## src/mas_pkg.sv

```systemverilog
// Shared constants and types for the moving average percent scaler.
`timescale 1ns / 1ps

package mas_pkg;

    localparam int SAMPLE_W   = 12;
    localparam int AVG8_W     = 15;
    localparam int PCT_W      = 10;
    localparam int NUM_W      = 22;
    localparam int APB_ADDR_W = 3;
    localparam int APB_DATA_W = 32;

    localparam logic [SAMPLE_W-1:0] DRY_RESET  = 12'd950;
    localparam logic [SAMPLE_W-1:0] WET_RESET  = 12'd200;
    localparam logic [PCT_W-1:0]    FULL_SCALE = 10'd1000;

    // Register index, taken from paddr bit 2.
    localparam logic REG_DRY = 1'b0;
    localparam logic REG_WET = 1'b1;

    typedef struct packed {
        logic [SAMPLE_W-1:0] dry;
        logic [SAMPLE_W-1:0] wet;
    } t_cfg;

    typedef struct packed {
        logic [PCT_W-1:0] pct;
        logic             err;
    } t_pct_res;

endpackage

```

## src/mas_if.sv

```systemverilog
// Request channel interfaces: sample input and result output.
`timescale 1ns / 1ps

interface mas_in_if;
    import mas_pkg::*;
    logic                valid;
    logic                ready;
    logic [SAMPLE_W-1:0] sample;
    modport source (output valid, output sample, input ready);
    modport sink   (input valid, input sample, output ready);
endinterface

interface mas_out_if;
    import mas_pkg::*;
    logic              valid;
    logic              ready;
    logic [AVG8_W-1:0] average_eighths;
    logic [PCT_W-1:0]  percent_tenths;
    logic              config_error;
    modport source (output valid, output average_eighths, output percent_tenths,
                    output config_error, input ready);
    modport sink   (input valid, input average_eighths, input percent_tenths,
                    input config_error, output ready);
endinterface

```

## src/mas_cfg_apb.sv

```systemverilog
// APB register block holding the dry and wet levels.
`timescale 1ns / 1ps

module mas_cfg_apb (
    input  logic                             i_clk,
    input  logic                             i_rst_n,
    input  logic                             psel,
    input  logic                             penable,
    input  logic                             pwrite,
    input  logic [mas_pkg::APB_ADDR_W-1:0]   paddr,
    input  logic [mas_pkg::APB_DATA_W-1:0]   pwdata,
    output logic [mas_pkg::APB_DATA_W-1:0]   prdata,
    output logic                             pready,
    output mas_pkg::t_cfg                    o_cfg
);
    import mas_pkg::*;

    t_cfg r_cfg;
    logic wr_en;

    assign pready = 1'b1;
    assign wr_en  = psel & penable & pwrite;
    assign o_cfg  = r_cfg;

    always_ff @(posedge i_clk) begin
        if (!i_rst_n) begin
            r_cfg.dry <= DRY_RESET;
            r_cfg.wet <= WET_RESET;
        end else if (wr_en) begin
            case (paddr[2])
                REG_DRY: r_cfg.dry <= pwdata[SAMPLE_W-1:0];
                REG_WET: r_cfg.wet <= pwdata[SAMPLE_W-1:0];
                default: ;
            endcase
        end
    end

    always_comb begin
        case (paddr[2])
            REG_DRY: prdata = {{(APB_DATA_W-SAMPLE_W){1'b0}}, r_cfg.dry};
            REG_WET: prdata = {{(APB_DATA_W-SAMPLE_W){1'b0}}, r_cfg.wet};
            default: prdata = '0;
        endcase
    end

endmodule

```

## src/mas_window.sv

```systemverilog
// Sample ring memory with running window sum (read, modify, write back).
`timescale 1ns / 1ps

module mas_window #(
    parameter int WINDOW_LENGTH = 8
) (
    input  logic                          i_clk,
    input  logic                          i_rst_n,
    input  logic                          i_start,
    input  logic [mas_pkg::SAMPLE_W-1:0]  i_sample,
    output logic                          o_done,
    output logic [mas_pkg::SAMPLE_W-1:0]  o_avg,
    output logic [mas_pkg::AVG8_W-1:0]    o_avg8
);
    import mas_pkg::*;

    localparam int LOG2W = $clog2(WINDOW_LENGTH);
    localparam int SUM_W = SAMPLE_W + LOG2W;
    localparam logic [SUM_W-1:0] SUM_RESET = SUM_W'(WINDOW_LENGTH * 950);

    logic [SAMPLE_W-1:0]      mem [WINDOW_LENGTH];
    logic [WINDOW_LENGTH-1:0] r_valid;
    logic [LOG2W-1:0]         r_pos;
    logic [SUM_W-1:0]         r_sum;
    logic [SAMPLE_W-1:0]      r_rd_data;
    logic                     r_rd_vld;
    logic [SAMPLE_W-1:0]      r_sample;
    logic                     r_upd;
    logic                     r_done;
    logic [SAMPLE_W-1:0]      old_sample;

    // Entries never written read as the reset dry level.
    assign old_sample = r_rd_vld ? r_rd_data : DRY_RESET;

    always_ff @(posedge i_clk) begin
        if (i_start) begin
            r_rd_data <= mem[r_pos];
            r_sample  <= i_sample;
        end
        if (r_upd) begin
            mem[r_pos] <= r_sample;
        end
    end

    // One request at a time: the write back lands before the next read.
    always_ff @(posedge i_clk) begin
        if (!i_rst_n) begin
            r_valid  <= '0;
            r_pos    <= '0;
            r_sum    <= SUM_RESET;
            r_rd_vld <= 1'b0;
            r_upd    <= 1'b0;
            r_done   <= 1'b0;
        end else begin
            r_upd  <= i_start;
            r_done <= r_upd;
            if (i_start) begin
                r_rd_vld <= r_valid[r_pos];
            end
            if (r_upd) begin
                r_sum          <= r_sum - SUM_W'(old_sample) + SUM_W'(r_sample);
                r_valid[r_pos] <= 1'b1;
                r_pos          <= r_pos + 1'b1;
            end
        end
    end

    assign o_done = r_done;
    assign o_avg  = r_sum[SUM_W-1:LOG2W];

    generate
        if (LOG2W == 3) begin : g_eq
            assign o_avg8 = r_sum;
        end else if (LOG2W < 3) begin : g_up
            assign o_avg8 = {r_sum, {(3-LOG2W){1'b0}}};
        end else begin : g_dn
            assign o_avg8 = r_sum[SUM_W-1:LOG2W-3];
        end
    endgenerate

endmodule

```

## src/mas_pct_div.sv

```systemverilog
// Clamp, scale by 1000 and restoring division for the wetness percentage.
`timescale 1ns / 1ps

module mas_pct_div (
    input  logic                          i_clk,
    input  logic                          i_rst_n,
    input  logic                          i_start,
    input  logic [mas_pkg::SAMPLE_W-1:0]  i_avg,
    input  mas_pkg::t_cfg                 i_cfg,
    output logic                          o_done,
    output mas_pkg::t_pct_res             o_res
);
    import mas_pkg::*;

    typedef enum logic [3:0] {
        D_IDLE  = 4'b0001,
        D_CLAMP = 4'b0010,
        D_MUL   = 4'b0100,
        D_DIV   = 4'b1000
    } t_div_state;

    t_div_state          r_state;
    logic [SAMPLE_W-1:0] r_dry;
    logic [SAMPLE_W-1:0] r_wet;
    logic [SAMPLE_W-1:0] r_avg;
    logic [SAMPLE_W-1:0] r_diff;
    logic [SAMPLE_W-1:0] r_den;
    logic [NUM_W-1:0]    r_rem;
    logic [NUM_W-1:0]    r_dsh;
    logic [3:0]          r_cnt;
    logic [PCT_W-1:0]    r_quo;
    logic                r_err;
    logic                r_done;
    logic [SAMPLE_W-1:0] clamp_hi;
    logic [SAMPLE_W-1:0] clamped;
    logic                q_bit;

    assign clamp_hi = (r_avg > r_dry) ? r_dry : r_avg;
    assign clamped  = (clamp_hi < r_wet) ? r_wet : clamp_hi;
    assign q_bit    = (r_rem >= r_dsh);

    always_ff @(posedge i_clk) begin
        if (!i_rst_n) begin
            r_state <= D_IDLE;
            r_done  <= 1'b0;
            r_err   <= 1'b0;
            r_quo   <= '0;
        end else begin
            r_done <= 1'b0;
            case (r_state)
                D_IDLE: begin
                    if (i_start) begin
                        r_dry   <= i_cfg.dry;
                        r_wet   <= i_cfg.wet;
                        r_avg   <= i_avg;
                        r_state <= D_CLAMP;
                    end
                end
                D_CLAMP: begin
                    if (r_dry > r_wet) begin
                        r_diff  <= r_dry - clamped;
                        r_den   <= r_dry - r_wet;
                        r_err   <= 1'b0;
                        r_state <= D_MUL;
                    end else begin
                        r_err   <= 1'b1;
                        r_quo   <= '0;
                        r_done  <= 1'b1;
                        r_state <= D_IDLE;
                    end
                end
                D_MUL: begin
                    // diff <= den, so the quotient fits in PCT_W bits
                    r_rem   <= {{(NUM_W-SAMPLE_W){1'b0}}, r_diff}
                               * {{(NUM_W-PCT_W){1'b0}}, FULL_SCALE};
                    r_dsh   <= {{(NUM_W-SAMPLE_W-PCT_W+1){1'b0}}, r_den,
                                {(PCT_W-1){1'b0}}};
                    r_cnt   <= 4'(PCT_W-1);
                    r_state <= D_DIV;
                end
                D_DIV: begin
                    if (q_bit) begin
                        r_rem <= r_rem - r_dsh;
                    end
                    r_dsh <= r_dsh >> 1;
                    r_quo <= {r_quo[PCT_W-2:0], q_bit};
                    r_cnt <= r_cnt - 1'b1;
                    if (r_cnt == '0) begin
                        r_done  <= 1'b1;
                        r_state <= D_IDLE;
                    end
                end
                default: r_state <= D_IDLE;
            endcase
        end
    end

    assign o_done    = r_done;
    assign o_res.pct = r_quo;
    assign o_res.err = r_err;

endmodule

```

## src/moving_average_percent_scaler.sv

```systemverilog
// Top level: moving average of sensor samples with a wetness percentage.
`timescale 1ns / 1ps

// Each accepted sample replaces the oldest of WINDOW_LENGTH entries in a ring
// memory (one read, one write back) and updates a running window sum. The
// result gives the window average with three fraction bits and the wetness in
// tenths of a percent, (dry - clamped average) * 1000 / (dry - wet), truncated;
// when dry is not above wet the percentage is 0 and config_error is set. An
// item passes through the memory read-modify-write, then clamp and scaling,
// then the restoring divider (one quotient bit per cycle), and waits in S_OUT
// until the output register can take it. When dry is not above wet the divider
// is skipped. Memory entries carry valid bits cleared by reset, so no clearing
// pass is needed; unwritten entries read as 950. The output register lets a new
// sample be accepted while a result waits.
// Configure dry_level (0x0) and wet_level (0x4) over APB only while idle.
// WINDOW_LENGTH must be a power of two from 2 to 64.

module moving_average_percent_scaler #(
    parameter int WINDOW_LENGTH = 8
) (
    input  logic                           i_clk,
    input  logic                           i_rst_n,
    mas_in_if.sink                         i_sample,
    mas_out_if.source                      o_result,
    input  logic                           psel,
    input  logic                           penable,
    input  logic                           pwrite,
    input  logic [mas_pkg::APB_ADDR_W-1:0] paddr,
    input  logic [mas_pkg::APB_DATA_W-1:0] pwdata,
    output logic [mas_pkg::APB_DATA_W-1:0] prdata,
    output logic                           pready
);
    import mas_pkg::*;

    typedef enum logic [3:0] {
        S_IDLE = 4'b0001,   // waiting for a sample request
        S_WIN  = 4'b0010,   // ring memory read-modify-write
        S_PCT  = 4'b0100,   // percentage divider running
        S_OUT  = 4'b1000    // result ready, waiting for output register
    } t_ctl_state;

    t_ctl_state          r_state;
    t_cfg                cfg;
    t_pct_res            pct_res;
    logic                in_acc;
    logic                win_done;
    logic                div_done;
    logic [SAMPLE_W-1:0] avg;
    logic [AVG8_W-1:0]   avg8;
    logic                out_load;

    logic                r_out_valid;
    logic [AVG8_W-1:0]   r_out_avg8;
    logic [PCT_W-1:0]    r_out_pct;
    logic                r_out_err;

    mas_cfg_apb u_cfg (
        .i_clk   (i_clk),
        .i_rst_n (i_rst_n),
        .psel    (psel),
        .penable (penable),
        .pwrite  (pwrite),
        .paddr   (paddr),
        .pwdata  (pwdata),
        .prdata  (prdata),
        .pready  (pready),
        .o_cfg   (cfg)
    );

    mas_window #(
        .WINDOW_LENGTH (WINDOW_LENGTH)
    ) u_window (
        .i_clk    (i_clk),
        .i_rst_n  (i_rst_n),
        .i_start  (in_acc),
        .i_sample (i_sample.sample),
        .o_done   (win_done),
        .o_avg    (avg),
        .o_avg8   (avg8)
    );

    // Divider latches avg and cfg on start; both stay steady until then.
    mas_pct_div u_div (
        .i_clk   (i_clk),
        .i_rst_n (i_rst_n),
        .i_start (win_done),
        .i_avg   (avg),
        .i_cfg   (cfg),
        .o_done  (div_done),
        .o_res   (pct_res)
    );

    assign i_sample.ready = (r_state == S_IDLE);
    assign in_acc         = i_sample.valid & i_sample.ready;
    // Load when the output register is empty or its request is taken now.
    assign out_load       = (r_state == S_OUT) & (~r_out_valid | o_result.ready);

    always_ff @(posedge i_clk) begin
        if (!i_rst_n) begin
            r_state <= S_IDLE;
        end else begin
            case (r_state)
                S_IDLE: if (in_acc)   r_state <= S_WIN;
                S_WIN:  if (win_done) r_state <= S_PCT;
                S_PCT:  if (div_done) r_state <= S_OUT;
                S_OUT:  if (out_load) r_state <= S_IDLE;
                default: r_state <= S_IDLE;
            endcase
        end
    end

    always_ff @(posedge i_clk) begin
        if (!i_rst_n) begin
            r_out_valid <= 1'b0;
        end else if (out_load) begin
            r_out_valid <= 1'b1;
        end else if (o_result.ready) begin
            r_out_valid <= 1'b0;
        end
    end

    // Sum is untouched until the next accept, so avg8 is still this item's.
    always_ff @(posedge i_clk) begin
        if (out_load) begin
            r_out_avg8 <= avg8;
            r_out_pct  <= pct_res.pct;
            r_out_err  <= pct_res.err;
        end
    end

    assign o_result.valid           = r_out_valid;
    assign o_result.average_eighths = r_out_avg8;
    assign o_result.percent_tenths  = r_out_pct;
    assign o_result.config_error    = r_out_err;

    // ---- assertions ----
    a_win_done_state: assert property (@(posedge i_clk) disable iff (!i_rst_n)
        win_done |-> (r_state == S_WIN))
        else $error("window update finished outside its state");

    a_div_done_state: assert property (@(posedge i_clk) disable iff (!i_rst_n)
        div_done |-> (r_state == S_PCT))
        else $error("divider finished outside its state");

    a_out_from_core: assert property (@(posedge i_clk) disable iff (!i_rst_n)
        $rose(o_result.valid) |-> $past(r_state == S_OUT))
        else $error("result appeared without a finished item");

    a_err_zero_pct: assert property (@(posedge i_clk) disable iff (!i_rst_n)
        (o_result.valid && o_result.config_error) |-> (o_result.percent_tenths == '0))
        else $error("config error with nonzero percentage");

    a_pct_range: assert property (@(posedge i_clk) disable iff (!i_rst_n)
        o_result.valid |-> (o_result.percent_tenths <= FULL_SCALE))
        else $error("percentage above full scale");

endmodule

```

## src/flat_wrapper.sv

```systemverilog
// flat-port wrapper written by rule: the top's interface ports become plain ports
module moving_average_percent_scaler_flat import mas_pkg::*;
#(
    parameter int WINDOW_LENGTH = 8
)
  (i_clk, i_rst_n, psel, penable, pwrite, paddr, pwdata, prdata, pready, i_sample_valid, i_sample_sample, i_sample_ready, o_result_valid, o_result_average_eighths, o_result_percent_tenths, o_result_config_error, o_result_ready);
  mas_in_if i_sample_i ();
  mas_out_if o_result_i ();
  input  logic i_clk;
  input  logic i_rst_n;
  input  logic psel;
  input  logic penable;
  input  logic pwrite;
  input  logic [mas_pkg::APB_ADDR_W-1:0] paddr;
  input  logic [mas_pkg::APB_DATA_W-1:0] pwdata;
  output logic [mas_pkg::APB_DATA_W-1:0] prdata;
  output logic pready;
  input wire logic [$bits(i_sample_i.valid)-1:0] i_sample_valid;
  input wire logic [$bits(i_sample_i.sample)-1:0] i_sample_sample;
  output wire logic [$bits(i_sample_i.ready)-1:0] i_sample_ready;
  output wire logic [$bits(o_result_i.valid)-1:0] o_result_valid;
  output wire logic [$bits(o_result_i.average_eighths)-1:0] o_result_average_eighths;
  output wire logic [$bits(o_result_i.percent_tenths)-1:0] o_result_percent_tenths;
  output wire logic [$bits(o_result_i.config_error)-1:0] o_result_config_error;
  input wire logic [$bits(o_result_i.ready)-1:0] o_result_ready;
  assign i_sample_i.valid = i_sample_valid;
  assign i_sample_i.sample = i_sample_sample;
  assign i_sample_ready = i_sample_i.ready;
  assign o_result_valid = o_result_i.valid;
  assign o_result_average_eighths = o_result_i.average_eighths;
  assign o_result_percent_tenths = o_result_i.percent_tenths;
  assign o_result_config_error = o_result_i.config_error;
  assign o_result_i.ready = o_result_ready;
  moving_average_percent_scaler #(.WINDOW_LENGTH(WINDOW_LENGTH)) u_core (.i_clk(i_clk), .i_rst_n(i_rst_n), .i_sample(i_sample_i), .o_result(o_result_i), .psel(psel), .penable(penable), .pwrite(pwrite), .paddr(paddr), .pwdata(pwdata), .prdata(prdata), .pready(pready));
endmodule
```

## config.mk

```make
export PLATFORM = sky130hd
export DESIGN_NAME = moving_average_percent_scaler_flat
export DESIGN_NICKNAME = d
export VERILOG_FILES = /design/src/mas_pkg.sv /design/src/mas_if.sv /design/src/mas_cfg_apb.sv /design/src/mas_window.sv /design/src/mas_pct_div.sv /design/src/moving_average_percent_scaler.sv /design/src/flat_wrapper.sv
export SDC_FILE = /design/constraint.sdc
export NUM_CORES = 1
export LEC_CHECK = 0
export BUFFER_PORTS_ARGS = -buffer_cell sky130_fd_sc_hd__buf_2
export CAP_MARGIN = 15
export CORE_MARGIN = 5
export CORE_UTILIZATION = 67
export CTS_BUF_LIST = sky130_fd_sc_hd__clkbuf_2 sky130_fd_sc_hd__clkbuf_4 sky130_fd_sc_hd__clkbuf_8
export DETAILED_ROUTE_END_ITERATION = 10
export PLACE_DENSITY = 0.87
export SYNTH_ARGS = -nofsm -noshare
export SYNTH_HDL_FRONTEND = slang
export SYNTH_SLANG_ARGS = --single-unit
```

## constraint.sdc

```tcl
create_clock -name i_clk -period 8.5 [get_ports i_clk]
set_input_delay 0.85 -clock i_clk [delete_from_list [all_inputs] [get_ports i_clk]]
set_output_delay 0.85 -clock i_clk [all_outputs]
set_load 0.02 [all_outputs]
```

# Yosys cells after proc, flatten, opt, wreduce, memory -nomap -nowiden

Memories as Yosys holds them, arrays and structs flattened. A register that Yosys moved wholly into a read port is not among the register bits.
Cells that the tools add are included.

Register bits: 220
RAM bits: 96
Input port bits: 54
Output and inout port bits: 61
Logic and storage cells: 109
Memories kept: 1

Memories:

| memory              | depth | width | rd ports | clocked after memory_dff | write ports | line             | RTL |
|---|---|---|---|---|---|---|---|
| u_core.u_window.mem | 8     | 12    | 1        | 1                        | 1           | mas_window.sv:21 | `logic [SAMPLE_W-1:0] mem [WINDOW_LENGTH];` |

Add/subtract/negate cells: 7
$mul: 1
Order comparisons: 6
Eq/ne operators: 16
Muxes and demuxes: 30
Bitwise logic cells: 8
Reductions and logical operators: 14

Operators with widths:

| operator                                                             | count |
|---|---|
| 22-bit one-hot mux with 2 select lines                               | 2 |
| 32-bit one-hot mux with 2 select lines                               | 1 |
| 12-bit two-way mux                                                   | 3 |
| 4-bit one-hot mux with 4 select lines                                | 2 |
| 12-bit > comparator                                                  | 2 |
| 4-bit two-way mux                                                    | 6 |
| 12-bit subtractor                                                    | 2 |
| 22-bit greater-or-equal comparator                                   | 1 |
| 22-bit two-way mux                                                   | 1 |
| 22-bit subtractor                                                    | 1 |
| 10-bit one-hot mux with 2 select lines                               | 1 |
| 12-bit by 7-bit multiplier with 19-bit output, second input constant | 1 |
| 15-bit by 12-bit adder with 15-bit output                            | 1 |
| 15-bit by 12-bit subtractor with 15-bit output                       | 1 |
| 12-bit < comparator                                                  | 1 |
| 2-bit inequality test, second input constant                         | 6 |
| 10-bit two-way mux                                                   | 1 |
| 2-bit AND reduction                                                  | 5 |
| 3-bit AND reduction                                                  | 3 |
| 4-bit by 1-bit == test with 1-bit output, second input constant      | 2 |
| 4-bit by 2-bit == test with 1-bit output, second input constant      | 2 |
| 4-bit by 3-bit == test with 1-bit output, second input constant      | 2 |
| 4-bit == test, second input constant                                 | 2 |
| 1-bit two-way mux                                                    | 8 |
| other kinds (18)                                                     | 25 |

# Longest topological paths before layout

Depth after elaboration: 5
Mapped depth: 30
Depth with buffers taken out: 28

# Modules after synthesis

Synthesis repeated with hierarchy kept, for this count alone.

Cell total of the unflattened synthesis: 1577
Area total of the unflattened synthesis: 18237.5 µm²

By module, submodules not included:

| module                        | instances | cells each | area each (µm²) | seq. area each (µm²) |
|---|---|---|---|---|
| mas_pct_div                   | 1         | 886        | 9183.8          | 3533.4 |
| mas_window                    | 1         | 492        | 6657.6          | 4184.0 |
| mas_cfg_apb                   | 1         | 139        | 1303.8          | 480.5 |
| moving_average_percent_scaler | 1         | 60         | 1092.3          | 880.8 |

# Least setup slack after synthesis

No wires, ideal clock.

Kind: reg-to-reg
Start: reg u_core.u_div.r_dry[5]
End: reg u_core.u_div.r_diff[10], data pin
Setup time: 0.258 ns
Arrival time: 5.234 ns
Data required time: 8.242 ns
Path slack: 3.008 ns
Stages on the path, launching flop included: 31
Buffers on the path: 2
Clock period less this slack: 5.492 ns
Cell sequence: edfxtp_1 > inv_1 > ha_1 > a21oi_1 > o21ai_1 > a221oi_1 > a21o_1 > buf_1 > nand2_1 > o21ai_0 > ha_1 > a21o_1 > a21o_1 > a21oi_1 > o211ai_1 > a41oi_4 > buf_2 > nand2_1 > o21ai_1 > ha_1 > inv_1 > fa_1 > a21o_1 > a21oi_1 > o21bai_1 > a21oi_1 > o21bai_1 > a21oi_1 > o21bai_1 > a21oi_1 > xnor2_1

Word-level cells in the longest chain between the ends: 5

RTL lines:

| item                     | line              | RTL |
|---|---|---|
| start: declaration       | mas_pct_div.sv:23 | `logic [SAMPLE_W-1:0] r_dry;` |
| start signal: assignment | mas_pct_div.sv:53 | `r_dry <= i_cfg.dry;` |
| 12-bit > comparator      | mas_pct_div.sv:38 | `assign clamp_hi = (r_avg > r_dry) ? r_dry : r_avg;` |
| 12-bit two-way mux       | mas_pct_div.sv:38 |  |
| 12-bit < comparator      | mas_pct_div.sv:39 | `assign clamped = (clamp_hi < r_wet) ? r_wet : clamp_hi;` |
| 12-bit two-way mux       | mas_pct_div.sv:39 |  |
| 12-bit subtractor *      | mas_pct_div.sv:61 | `r_diff <= r_dry - clamped;` |
| end signal: assignment   | mas_pct_div.sv:61 |  |
| end: declaration         | mas_pct_div.sv:26 | `logic [SAMPLE_W-1:0] r_diff;` |

Mark *: on every way between the ends. The rest lies on a longest branch, timed or not.
A chain may end at the register's enable or synchronous reset.

# Worst setup path after layout

Ends and elaborated chain as after synthesis.

==> metrics.txt <==
Final setup viols 0; ys async rst share 0; vias post-DR 11600; Max Cap Viol 0; drt total wl 36200 um; power density over the cells 182 nW/um^2; cells on worst reg2reg path 27; share of the synthesized area in the top cell type 0.436; XOR/XNOR share of the synthesized area 0.0302; die area 29300 um^2; Starting Density 0.674; clock sink count 327; post-synthesis compound-gate area fraction 0.0899; maximum vdd drop 0.161 mV; setup bufs post-CTS 0; first drt pass iteration count 5; gpl congestion 0.952; Worst Hold Depth 1; post-DP HPWL 25300 um; worst skew pair latency 0.59 ns; Setup TNS Final 0 ns; Total GRT Usage 0.253; Synth Cell Area 17400 um^2; Slew headroom 0.253; Clock transition at path regs 0.06 ns; antenna-violating nets left 0; final worst-path cycle share 0.771; Via density 6.03; cts bufs inserted 50; final net count 1782; Max clock buf depth 3; vias in the first global route 11900; Worst EP required 8.84 ns; Residual DRC 0; worst hold path type primary input to register; Avg WL per Cell 18.9 um; endpoints failing hold 0; status complete, no violations; Die Span Y 171 um; setup slack at placement 2.08 ns; Die X 171 um; I/O Pins 115; startpoint types register; Synth Area in Adders 0.154; synth top area cells edfxtp_1 (44%), ha_1 (9.3%), dfxtp_1 (8.5%); post-cts sizing count 0; Ys Warns 0; synthesized area per cell 12.0 um^2; root buffer cell clkbuf_8; largest family of logic cells by synthesized area adder cells; Synth Instances 1449; Post-synth top cells edfxtp_1 (253), nand2_1 (130), ha_1 (129), inv_1 (111), nor2_1 (97); core area 25800 um^2; Post-synth EDFFs 253; hold_buf cts 0; Leak 0.00772 uW; DR iter-0 viols 1084; Overflow after GRT 0; Port Buffers 71; Final WS setup 1.95 ns; first-pass GRT wire length 59600 um; pin count of the biggest net entering global routing 74; RSZ-0062 raised after global routing no; #FFs+latches synth 327; initial antenna violation count 0; CTS tree yes; Final Slew Violations 0; top-count cell post-synth edfxtp_1; register area share after synthesis 0.522; layout cells sized above 1 0.146; Worst EP arrival 6.89 ns; ant diodes 0; Netlist cell types 60; Synth Flop Type edfxtp_1; post-synthesis mux area share 0.0613; Post-Synth Simple-Gate Area 0.101; critical path endpoint category register; crit-path max FO 24; Setup Crit Path Kind register to register; Slew @ Worst Pin 1.12 ns; Rows 59; skew final 0.0252 ns; area leader, netlist edfxtp_1; H-tree Lvls 2; minimum clock period 6.55 ns; Fmax 153 MHz; synth-to-layout area growth 9.96%
[kinds of logic (layout without fill, tap and decap cells)]
family,count (synthesis),after routing
other,2,21
AO/OA/AOI/OAI,253,253
XOR/XNOR,60,60
multiplexers,71,71
flip-flops,327,327
AND/OR/NAND/NOR,381,381
adder cells (fa/ha/maj),182,182
buffers and inverters,173,292
[worst max-delay path, stage by stage, from the launching register on]
cell      delay [ns]
edfxtp_1        0.43
inv_1           0.08
ha_1            0.31
a21oi_1         0.15
o21ai_1         0.09
a221oi_1        0.38
a21o_1          0.57
o21ai_0         0.27
ha_1            0.35
a21o_1          0.18
a21o_1          0.17
a21oi_1         0.19
o211ai_1        0.15
a41oi_4         0.58
nand2_1         0.10
o21ai_1         0.10
ha_1            0.22
inv_1           0.06
fa_1            0.40
a21o_1          0.18
a21oi_1         0.26
o21bai_1        0.10
a21oi_1         0.28
o21bai_1        0.10
a21oi_1         0.25
o21bai_1        0.10
a21oi_1         0.18
xnor2_1         0.08
[cell usage in the layout, fill, tap and decap left out, drive strengths merged, types with 25 or more instances in the layout]
master / n
edfxtp: 253
clkbuf: 67
buf: 86
mux4: 26
o21ai: 71
mux2: 25
nand2: 130
ha: 129
nor2b: 25
inv: 113
nor3: 28
nor2: 97
fa: 53
xnor2: 37
dfxtp: 74
nand3: 29
a21oi: 84
[metal layers]
metal,wire length (um),track usage,up-vias
met3,2390,0.0400,98
met1,14900,0.340,5640
met2,17700,0.420,498
li1,-,-,5363
met4,1280,0.102,0
met5,0,0,-
[flip-flops by register name (all words and copies together) (netlist names), 3 cells and up]
name,flops
u_core.u_div.r_avg,12
u_core.u_window.o_avg8,15
u_core.u_div.r_wet,12
u_core.u_div.r_dsh,21
u_core.o_result.average_eighths,15
u_core.u_div.r_diff,12
u_core.u_div.r_quo,10
u_core.u_cfg.o_cfg,24
u_core.u_div.r_den,12
u_core.u_window.r_rd_data,12
u_core.u_div.r_rem,22
u_core.r_state,4
u_core.o_result.percent_tenths,10
u_core.u_window.r_sample,12
u_core.u_div.r_cnt,4
u_core.u_window.r_valid,8
u_core.u_window.r_pos,3
u_core.u_window.mem,96
u_core.u_div.r_state,4
u_core.u_div.r_dry,12
[power breakdown]
part | switching (uW) | internal (uW) | total (uW)
logic | 195 | 146 | 341
clock network | 608 | 733 | 1340
registers | 44.8 | 1760 | 1800
total | 848 | 2640 | 3480
[final timing paths]
path | start | endpoint | slack (ns)
worst max-delay path | u_core.u_div.r_dry[5]$_DFFE_PP_ | u_core.u_div.r_diff[10]$_DFFE_PP_ | 1.95
worst min-delay path | i_sample_sample[2] | u_core.u_window.r_sample[2]$_DFFE_PP_ | 0.44
worst max register to register | u_core.u_div.r_dry[5]$_DFFE_PP_ | u_core.u_div.r_diff[10]$_DFFE_PP_ | 1.95
worst min register to register | u_core.u_div.r_err$_SDFFE_PN0N_ | u_core.o_result.config_error$_DFFE_PP_ | 0.45
[stage by stage]
stage / power [uW] / util / area (um^2) / instances / hold slack [ns]
after detailed placement: 2160 / 0.700 / 18100 / 1828 / 0.427
after floorplan: 2080 / - / 17500 / 1468 / 0.408
after global placement: 2140 / 0.700 / 18100 / 1828 / 0.416
after global routing: 3630 / 0.741 / 19100 / 1922 / 0.398
final: 3480 / 0.741 / 19100 / 1922 / 0.438
after CTS: 3500 / 0.740 / 19100 / 1921 / 0.414
[final cells by class]
class	count	area [um^2]
sequential	327	9080
clock inverter	27	215
multi-input combinational	968	7700
fill	1600	6700
inverter	112	420
clock buffer	66	827
tap	335	419
timing repair buffer	87	482
Note: power is estimated with default switching activity, not from simulation.
